[src/rtl/mmvs_pkg.sv]
// Package for the masked mean, variance and standard deviation core.
// Holds the width constants, step counts and the command and status structs.
// Used by mmvs_ctrl, mmvs_datapath and masked_mean_variance_stddev_core.
`default_nettype none

package mmvs_pkg;

  localparam int SAMPLE_W   = 16;
  localparam int COUNT_W    = 20;
  localparam int SUM_W      = SAMPLE_W + COUNT_W;
  localparam int SQ_W       = 2 * SAMPLE_W + COUNT_W - 1;
  localparam int VAR_W      = 2 * SAMPLE_W - 1;
  localparam int MAG_W      = SUM_W - 1;
  localparam int PROD_W     = SQ_W + COUNT_W;
  localparam int NN_W       = 2 * COUNT_W;
  localparam int RAD_W      = 2 * SAMPLE_W;
  localparam int ROOT_REM_W = SAMPLE_W + 2;
  localparam int MAX_STEPS  = (VAR_W > MAG_W) ? VAR_W : MAG_W;
  localparam int STEP_W     = $clog2(MAX_STEPS);

  localparam logic [STEP_W-1:0] MUL_LAST  = STEP_W'(MAG_W - 1);
  localparam logic [STEP_W-1:0] MEAN_LAST = STEP_W'(SAMPLE_W - 1);
  localparam logic [STEP_W-1:0] VAR_LAST  = STEP_W'(VAR_W - 1);
  localparam logic [STEP_W-1:0] ROOT_LAST = STEP_W'(SAMPLE_W - 1);

  typedef enum logic [1:0] {
    MUL_NS,
    MUL_SS,
    MUL_NN
  } mul_sel_t;

  typedef enum logic {
    DIV_MEAN,
    DIV_VAR
  } div_sel_t;

  typedef struct packed {
    logic     accept;
    logic     mul_load;
    mul_sel_t mul_sel;
    logic     mul_step;
    logic     save_ns;
    logic     save_num;
    logic     save_nn;
    logic     div_load;
    div_sel_t div_sel;
    logic     div_step;
    logic     save_mean;
    logic     sqrt_load;
    logic     sqrt_step;
    logic     out_load;
  } mmvs_cmd_t;

  typedef struct packed {
    logic empty;
    logic out_free;
  } mmvs_stat_t;

endpackage

`default_nettype wire

[src/rtl/mmvs_ctrl.sv]
// Controller state machine for the masked mean, variance and deviation core.
// Sequences accumulation, the shared multiplier, divider and square root.
// Depends on mmvs_pkg.
`default_nettype none

module mmvs_ctrl
  import mmvs_pkg::*;
(
  input  logic       clk,
  input  logic       rst,
  input  logic       in_valid,
  input  logic       last,
  output logic       in_ready,
  input  mmvs_stat_t stat,
  output mmvs_cmd_t  cmd
);

  typedef enum logic [3:0] {
    ST_ACCUM,
    ST_DRAIN,
    ST_CHECK,
    ST_NS_LOAD,
    ST_NS_RUN,
    ST_SS_LOAD,
    ST_SS_RUN,
    ST_NN_LOAD,
    ST_NN_RUN,
    ST_MEAN_LOAD,
    ST_MEAN_RUN,
    ST_VAR_LOAD,
    ST_VAR_RUN,
    ST_ROOT_LOAD,
    ST_ROOT_RUN,
    ST_OUT_WAIT
  } state_t;

  state_t            state;
  state_t            state_next;
  logic [STEP_W-1:0] cnt;
  logic [STEP_W-1:0] cnt_next;

  assign in_ready = (state == ST_ACCUM);

  always_comb begin
    state_next = state;
    cnt_next   = cnt;
    cmd        = '0;
    unique case (state)
      ST_ACCUM: begin
        cmd.accept = in_valid;
        if (in_valid && last) begin
          state_next = ST_DRAIN;
        end
      end
      ST_DRAIN: begin
        state_next = ST_CHECK;
      end
      ST_CHECK: begin
        state_next = stat.empty ? ST_OUT_WAIT : ST_NS_LOAD;
      end
      ST_NS_LOAD: begin
        cmd.mul_load = 1'b1;
        cmd.mul_sel  = MUL_NS;
        cnt_next     = '0;
        state_next   = ST_NS_RUN;
      end
      ST_NS_RUN: begin
        cmd.mul_step = 1'b1;
        cnt_next     = cnt + 1'b1;
        if (cnt == MUL_LAST) begin
          state_next = ST_SS_LOAD;
        end
      end
      ST_SS_LOAD: begin
        cmd.save_ns  = 1'b1;
        cmd.mul_load = 1'b1;
        cmd.mul_sel  = MUL_SS;
        cnt_next     = '0;
        state_next   = ST_SS_RUN;
      end
      ST_SS_RUN: begin
        cmd.mul_step = 1'b1;
        cnt_next     = cnt + 1'b1;
        if (cnt == MUL_LAST) begin
          state_next = ST_NN_LOAD;
        end
      end
      ST_NN_LOAD: begin
        cmd.save_num = 1'b1;
        cmd.mul_load = 1'b1;
        cmd.mul_sel  = MUL_NN;
        cnt_next     = '0;
        state_next   = ST_NN_RUN;
      end
      ST_NN_RUN: begin
        cmd.mul_step = 1'b1;
        cnt_next     = cnt + 1'b1;
        if (cnt == MUL_LAST) begin
          state_next = ST_MEAN_LOAD;
        end
      end
      ST_MEAN_LOAD: begin
        cmd.save_nn  = 1'b1;
        cmd.div_load = 1'b1;
        cmd.div_sel  = DIV_MEAN;
        cnt_next     = '0;
        state_next   = ST_MEAN_RUN;
      end
      ST_MEAN_RUN: begin
        cmd.div_step = 1'b1;
        cnt_next     = cnt + 1'b1;
        if (cnt == MEAN_LAST) begin
          state_next = ST_VAR_LOAD;
        end
      end
      ST_VAR_LOAD: begin
        cmd.save_mean = 1'b1;
        cmd.div_load  = 1'b1;
        cmd.div_sel   = DIV_VAR;
        cnt_next      = '0;
        state_next    = ST_VAR_RUN;
      end
      ST_VAR_RUN: begin
        cmd.div_step = 1'b1;
        cnt_next     = cnt + 1'b1;
        if (cnt == VAR_LAST) begin
          state_next = ST_ROOT_LOAD;
        end
      end
      ST_ROOT_LOAD: begin
        cmd.sqrt_load = 1'b1;
        cnt_next      = '0;
        state_next    = ST_ROOT_RUN;
      end
      ST_ROOT_RUN: begin
        cmd.sqrt_step = 1'b1;
        cnt_next      = cnt + 1'b1;
        if (cnt == ROOT_LAST) begin
          state_next = ST_OUT_WAIT;
        end
      end
      ST_OUT_WAIT: begin
        if (stat.out_free) begin
          cmd.out_load = 1'b1;
          state_next   = ST_ACCUM;
        end
      end
    endcase
  end

  always_ff @(posedge clk) begin
    if (rst) begin
      state <= ST_ACCUM;
      cnt   <= '0;
    end else begin
      state <= state_next;
      cnt   <= cnt_next;
    end
  end

endmodule

`default_nettype wire

[src/rtl/mmvs_datapath.sv]
// Datapath for the masked mean, variance and deviation core: square stage,
// accumulators, shift-add multiplier, restoring divider, square root, output.
// Depends on mmvs_pkg; driven by mmvs_ctrl through mmvs_cmd_t.
`default_nettype none

module mmvs_datapath
  import mmvs_pkg::*;
(
  input  logic                       clk,
  input  logic                       rst,
  input  mmvs_cmd_t                  cmd,
  output mmvs_stat_t                 stat,
  input  logic signed [SAMPLE_W-1:0] sample,
  input  logic                       sample_valid,
  output logic                       out_valid,
  input  logic                       out_ready,
  output logic [COUNT_W-1:0]         valid_count,
  output logic signed [SUM_W-1:0]    total,
  output logic [SQ_W-1:0]            total_squares,
  output logic signed [SAMPLE_W-1:0] set_mean,
  output logic [VAR_W-1:0]           pop_variance,
  output logic [SAMPLE_W-1:0]        std_dev,
  output logic                       empty_set,
  output logic                       count_overflow
);

  logic                         s1_full;
  logic                         s1_valid;
  logic signed [SAMPLE_W-1:0]   s1_sample;
  logic [VAR_W-1:0]             s1_square;
  logic signed [2*SAMPLE_W-1:0] sq_full;

  logic [COUNT_W-1:0]           count;
  logic signed [SUM_W-1:0]      sum;
  logic [SQ_W-1:0]              sumsq;
  logic                         overflow;
  logic [SUM_W-1:0]             sum_neg;
  logic [MAG_W-1:0]             mag;

  logic [PROD_W-1:0]            mul_a;
  logic [MAG_W-1:0]             mul_b;
  logic [PROD_W-1:0]            mul_p;
  logic [PROD_W-1:0]            num;
  logic [NN_W-1:0]              nn;

  logic [NN_W-1:0]              div_rem;
  logic [NN_W-1:0]              div_d;
  logic [VAR_W-1:0]             div_dq;
  logic [NN_W:0]                div_rem2;
  logic [NN_W:0]                div_diff;
  logic                         div_ge;
  logic [SAMPLE_W-1:0]          mean_q;
  logic [SAMPLE_W-1:0]          mean;

  logic [RAD_W-1:0]             rt_v;
  logic [ROOT_REM_W-1:0]        rt_rem;
  logic [SAMPLE_W-1:0]          rt_root;
  logic [ROOT_REM_W+1:0]        rt_rem2;
  logic [ROOT_REM_W+1:0]        rt_trial;
  logic [ROOT_REM_W+1:0]        rt_diff;
  logic                         rt_ge;

  assign sq_full = sample * sample;
  assign sum_neg = -sum;
  assign mag     = sum[SUM_W-1] ? sum_neg[MAG_W-1:0] : sum[MAG_W-1:0];

  assign stat.empty    = (count == '0);
  assign stat.out_free = !out_valid || out_ready;

  always_ff @(posedge clk) begin
    if (rst) begin
      s1_full <= 1'b0;
    end else begin
      s1_full <= cmd.accept;
    end
    if (cmd.accept) begin
      s1_valid  <= sample_valid;
      s1_sample <= sample;
      s1_square <= sq_full[VAR_W-1:0];
    end
  end

  always_ff @(posedge clk) begin
    if (rst || cmd.out_load) begin
      count    <= '0;
      sum      <= '0;
      sumsq    <= '0;
      overflow <= 1'b0;
    end else if (s1_full && s1_valid) begin
      if (count == {COUNT_W{1'b1}}) begin
        overflow <= 1'b1;
      end else begin
        count <= count + 1'b1;
        sum   <= sum + {{(SUM_W-SAMPLE_W){s1_sample[SAMPLE_W-1]}}, s1_sample};
        sumsq <= sumsq + SQ_W'(s1_square);
      end
    end
  end

  always_ff @(posedge clk) begin
    if (cmd.mul_load) begin
      mul_p <= '0;
      unique case (cmd.mul_sel)
        MUL_NS: begin
          mul_a <= PROD_W'(sumsq);
          mul_b <= MAG_W'(count);
        end
        MUL_SS: begin
          mul_a <= PROD_W'(mag);
          mul_b <= mag;
        end
        MUL_NN: begin
          mul_a <= PROD_W'(count);
          mul_b <= MAG_W'(count);
        end
        default: begin
          mul_a <= '0;
          mul_b <= '0;
        end
      endcase
    end else if (cmd.mul_step) begin
      if (mul_b[0]) begin
        mul_p <= mul_p + mul_a;
      end
      mul_a <= {mul_a[PROD_W-2:0], 1'b0};
      mul_b <= {1'b0, mul_b[MAG_W-1:1]};
    end
    if (cmd.save_ns) begin
      num <= mul_p;
    end else if (cmd.save_num) begin
      num <= num - mul_p;
    end
    if (cmd.save_nn) begin
      nn <= mul_p[NN_W-1:0];
    end
  end

  assign div_rem2 = {div_rem, div_dq[VAR_W-1]};
  assign div_diff = div_rem2 - {1'b0, div_d};
  assign div_ge   = (div_rem2 >= {1'b0, div_d});
  assign mean_q   = div_dq[SAMPLE_W-1:0];

  always_ff @(posedge clk) begin
    if (cmd.div_load) begin
      unique case (cmd.div_sel)
        DIV_MEAN: begin
          div_rem <= NN_W'(mag[MAG_W-1:SAMPLE_W]);
          div_dq  <= {mag[SAMPLE_W-1:0], {(VAR_W-SAMPLE_W){1'b0}}};
          div_d   <= NN_W'(count);
        end
        DIV_VAR: begin
          div_rem <= num[PROD_W-1:VAR_W];
          div_dq  <= num[VAR_W-1:0];
          div_d   <= nn;
        end
      endcase
    end else if (cmd.div_step) begin
      div_rem <= div_ge ? div_diff[NN_W-1:0] : div_rem2[NN_W-1:0];
      div_dq  <= {div_dq[VAR_W-2:0], div_ge};
    end
    if (cmd.save_mean) begin
      mean <= sum[SUM_W-1] ? -mean_q : mean_q;
    end
  end

  assign rt_rem2  = {rt_rem, rt_v[RAD_W-1:RAD_W-2]};
  assign rt_trial = (ROOT_REM_W+2)'({rt_root, 2'b01});
  assign rt_diff  = rt_rem2 - rt_trial;
  assign rt_ge    = (rt_rem2 >= rt_trial);

  always_ff @(posedge clk) begin
    if (cmd.sqrt_load) begin
      rt_v    <= RAD_W'(div_dq);
      rt_rem  <= '0;
      rt_root <= '0;
    end else if (cmd.sqrt_step) begin
      rt_v    <= {rt_v[RAD_W-3:0], 2'b00};
      rt_rem  <= rt_ge ? rt_diff[ROOT_REM_W-1:0] : rt_rem2[ROOT_REM_W-1:0];
      rt_root <= {rt_root[SAMPLE_W-2:0], rt_ge};
    end
  end

  always_ff @(posedge clk) begin
    if (rst) begin
      out_valid <= 1'b0;
    end else if (cmd.out_load) begin
      out_valid <= 1'b1;
    end else if (out_ready) begin
      out_valid <= 1'b0;
    end
    if (cmd.out_load) begin
      valid_count    <= count;
      total          <= sum;
      total_squares  <= sumsq;
      count_overflow <= overflow;
      empty_set      <= stat.empty;
      if (stat.empty) begin
        set_mean     <= '0;
        pop_variance <= '0;
        std_dev      <= '0;
      end else begin
        set_mean     <= mean;
        pop_variance <= div_dq;
        std_dev      <= rt_root;
      end
    end
  end

endmodule

`default_nettype wire

[src/rtl/masked_mean_variance_stddev_core.sv]
// Top level of the masked mean, variance and standard deviation core.
// Joins the controller mmvs_ctrl and the datapath mmvs_datapath; uses mmvs_pkg.
//
// Channel  Handshake            Payload
// in       in_valid, in_ready   sample, sample_valid, last
// out      out_valid, out_ready valid_count, total, total_squares, set_mean,
//                               pop_variance, std_dev, empty_set, count_overflow
//
// Samples are taken one per cycle while a set accumulates.
// After the last request of a set the core computes the result in turn:
// three 35-step shift-add products, a 16-step and a 31-step
// restoring divide and a 16-step square root; an empty set skips these steps.
// Reset clears the control state, the square-stage flag, the accumulators and out_valid; nothing else is swept.
// A result waits in the output register while the next set accumulates; a
// set that finishes while that result is still untaken waits for it.
`default_nettype none

module masked_mean_variance_stddev_core
  import mmvs_pkg::*;
(
  input  logic                       clk,
  input  logic                       rst,
  input  logic                       in_valid,
  output logic                       in_ready,
  input  logic signed [SAMPLE_W-1:0] sample,
  input  logic                       sample_valid,
  input  logic                       last,
  output logic                       out_valid,
  input  logic                       out_ready,
  output logic [COUNT_W-1:0]         valid_count,
  output logic signed [SUM_W-1:0]    total,
  output logic [SQ_W-1:0]            total_squares,
  output logic signed [SAMPLE_W-1:0] set_mean,
  output logic [VAR_W-1:0]           pop_variance,
  output logic [SAMPLE_W-1:0]        std_dev,
  output logic                       empty_set,
  output logic                       count_overflow
);

  mmvs_cmd_t  cmd;
  mmvs_stat_t stat;

  mmvs_ctrl u_ctrl (
    .clk      (clk),
    .rst      (rst),
    .in_valid (in_valid),
    .last     (last),
    .in_ready (in_ready),
    .stat     (stat),
    .cmd      (cmd)
  );

  mmvs_datapath u_datapath (
    .clk            (clk),
    .rst            (rst),
    .cmd            (cmd),
    .stat           (stat),
    .sample         (sample),
    .sample_valid   (sample_valid),
    .out_valid      (out_valid),
    .out_ready      (out_ready),
    .valid_count    (valid_count),
    .total          (total),
    .total_squares  (total_squares),
    .set_mean       (set_mean),
    .pop_variance   (pop_variance),
    .std_dev        (std_dev),
    .empty_set      (empty_set),
    .count_overflow (count_overflow)
  );

endmodule

`default_nettype wire
[config.mk]
export PLATFORM = sky130hd
export DESIGN_NAME = masked_mean_variance_stddev_core
export DESIGN_NICKNAME = d
export VERILOG_FILES = /design/src/rtl/mmvs_pkg.sv /design/src/rtl/mmvs_ctrl.sv /design/src/rtl/mmvs_datapath.sv /design/src/rtl/masked_mean_variance_stddev_core.sv
export SDC_FILE = /design/constraint.sdc
export NUM_CORES = 2
export LEC_CHECK = 0
export ABC_AREA = 1
export BUFFER_PORTS_ARGS = -buffer_cell sky130_fd_sc_hd__buf_2
export CAP_MARGIN = 20
export CELL_PAD_IN_SITES_DETAIL_PLACEMENT = 1
export CELL_PAD_IN_SITES_GLOBAL_PLACEMENT = 1
export CORE_ASPECT_RATIO = 1.75
export CORE_MARGIN = 8
export CORE_UTILIZATION = 25
export CTS_CLUSTER_SIZE = 30
export DETAILED_ROUTE_END_ITERATION = 8
export GPL_ROUTABILITY_DRIVEN = 0
export PLACE_DENSITY_LB_ADDON = 0.1
export SLEW_MARGIN = 25
export SYNTH_ARGS = -nofsm -noshare
export SYNTH_HDL_FRONTEND = slang
export SYNTH_SLANG_ARGS = --single-unit
[constraint.sdc]
create_clock -name clk -period 13.1 [get_ports clk]
set_input_delay 3.275 -clock clk [delete_from_list [all_inputs] [get_ports clk]]
set_output_delay 3.275 -clock clk [all_outputs]
set_load 0.01 [all_outputs]
==> metrics.yaml <==
grt:
  grt_pass1_wl_mm: 435
  grt_use_total: 0.226
  antenna_found_initial: 9
  grt_max_degree: 132
  grt_pass1_vias: 61900
  grt-ovfl-total: 0
clock_tree:
  cts_resized: 0
  cts_tree: "built"
  cts_buffers: 97
  clk_root_buffer_cell: "clkbuf_16"
  cts.clk_slew.worst_paths_ps: 60
  cts_setup_buffers: 0
  htreeDepth: 3
  clock_latency_ps: 810
  cts_sinks: 819
  clk_path_buf_depth: 3
  hold_buffers: 0
yosys:
  synth-edff-count: 593
  yosys-top-cells-area: "edfxtp_1 (29%), nand2_1 (12%), inv_1 (9.3%)"
  ys_seq_area_frac: 0.359
  synth_top_area_share: 0.286
  ys_async_sr_fraction: 0
  synthesis.nets: 8947
  yosysWarnings: 0
  avgSynthCellArea_um2: 7.47
  synth.ff_latch_count: 819
  netlist_instances: 8336
  yosysTopAreaCell: "edfxtp_1"
  syn-cell-area_um2: 62300
  synth-main-ff-cell: "edfxtp_1"
  post_synth_num_cell_types: 64
finish:
  final_common_cell: "nand2_1"
  finalNetCount: 9101
  finish.utilization: 0.284
  syn_to_final_growth_pct: 13.2
  drive_above_1_share: 0.0583
  layout.cells.non_filler: 11900
  mostFrequentLayoutCells: "nand2_1 (1943), inv_1 (1535), nor2_1 (916)"
  final_area_um2: 70500
power_and_ir_drop:
  powerDensity_nw_per_um2: 270
  peakVddDrop_mv: 0.161
  p_leak_nw: 32.2
  finalPower_mw: 19.1
worst_setup_path:
  crit_chain: "buf_2 > nand2_1 > inv_1 > fa_1 > inv_1 > fa_1 > fa_1 > fa_1 > inv_1 > fa_1 > inv_1 > fa_1 > inv_1 > ha_1 > nand2_1 > nor2_1 > nor2_1 > o21ai_0 > a21oi_1 > o21ai_0 > a21oi_1 > xnor2_1"
  cp_max_fo: 17
  cp-start-kind: "input pin"
  required_ps: 13540
  worstSetupPathType: "input pin to flip-flop"
  reg2reg_depth: 16
  crit_path_end_kind: "flip-flop"
  cpPeakStageDelay_ps: 530
  crit_arrival_ps: 9460
  cp_common_cell: "fa_1"
  crit_start: "sample[2]"
  reg2reg_from: "u_datapath.mul_p[0]"
  critical_path.slowest_cell: "fa_1"
min_path:
  hp-start: "u_datapath.overflow"
  hp-class: "flip-flop to flip-flop"
  hold-path-cell-count: 0
floorplan:
  rows: 242
  start_util: 0.251
  die_h_um: 676
  core_area_um2: 248000
  die_w_um: 393
  io_pins: 196
  die_area_um2: 266000
timing:
  maxSlewHeadroom: 0.134
  max_freq_ghz: 0.111
  min_period_ps: 9020
  finalHoldViolCount: 0
  final-max-slew-violation-count: 0
  max_slew.worst_pin.slew_ps: 1290
  worst_slack_ps: 4080
  worst_clock_skew_ps: 118
  fin_crit_sh: 0.688
  fin_tns_setup_ps: 0
  rsz0062_at_grt: "false"
  hold_slack_ps: 428
  finalSetupViolCount: 0
placed_design:
  place_ws_ps: 3410
  dp.cells: 11700
  dpl_cell_area_um2: 67000
  dp.final_hpwl_mm: 259
  port_buffers: 195
route:
  wl_per_cell_um: 25.9
  drtIter0Drc: 2498
  vias: 56600
  ant_nets: 0
  dr.pass1.iters: 5
  wirelength_mm: 307
  vias_per_cell: 4.76
  route.detailed.drc: 0
outcome:
  outcome: "completed"
job:
  drv_cap: 0
registers in the layout, indices dropped and copies added, names as in the netlist, 40 cells and up:
register	count
u_datapath.div_rem	40
u_datapath.mul_a	71
u_datapath.sumsq	51
u_datapath.num	71
u_datapath.div_d	40
u_datapath.total_squares	51
u_datapath.nn	40
u_datapath.mul_p	71
layer usage:
metal	GRT usage	vias up	wire length [um]
li1	-	27100	-
met1	0.213	28000	104000
met2	0.448	906	169000
met3	0.0220	528	7350
met4	0.158	0	26800
met5	0	-	0
worst max-delay path: cells and delay by family:
kind | cells | cell delay, ps
simple gates | 4 | 660
fa+ha+maj | 7 | 3250
xor+xnor | 1 | 160
compound gates | 4 | 1310
buf+inv | 6 | 760
Yosys cell counts, drive strengths merged (2+ instances only):
library cell,instances
xnor2,70
o211ai,24
o21a,18
nand3b,20
or2,28
o21bai,50
a31o,4
a31oi,44
edfxtp,593
nand3,387
nand2,1953
nor3b,3
nor4,25
o21ai,610
nor2,933
clkbuf,118
buf,72
a41oi,3
a21oi,584
xor2,131
dfxtp,226
a211oi,8
nand4,96
fa,236
nor3,90
a22o,2
and2,5
and3,2
ha,353
a21boi,12
a221oi,10
inv,1548
clkinv,5
o22ai,33
a21o,30
a22oi,3
kinds of logic (layout without fill, tap and decap cells):
group	Yosys count	after routing	share of synthesized area
AOI/OAI and AO/OA	1440	1440	0.125
xor gates and xnor gates	201	201	0.0283
DFF	819	819	0.359
buffers and inverters	1743	1982	0.108
other	0	8	0
and+or+nand+nor	3544	3544	0.233
adders and majority gates	589	589	0.147
where the power goes:
part | internal [mW] | switching (mW) | total (mW)
registers | 3.74 | 0.496 | 4.23
logic | 3.63 | 8.15 | 11.8
clock network | 1.72 | 1.32 | 3.04
layout make-up:
| cell class | instances | area [um^2] |
|---|---|---|
| clock inverter | 69 | 936 |
| antenna | 8 | 20.0 |
| inverter | 1553 | 5840 |
| sequential | 819 | 22300 |
| fill | 30300 | 177000 |
| tap | 3294 | 4120 |
| clock buffer | 115 | 2570 |
| timing repair buffer | 245 | 1360 |
| multi-input combinational | 5774 | 33300 |
final timing paths:
check                              endpoint  slack, ps
setup / recovery   u_datapath.s1_square[22]       4080
hold / removal    u_datapath.count_overflow        430
setup reg to reg         u_datapath.num[56]       8570
hold reg to reg   u_datapath.count_overflow        430
No activity file was read; power rests on OpenSTA's default activity.
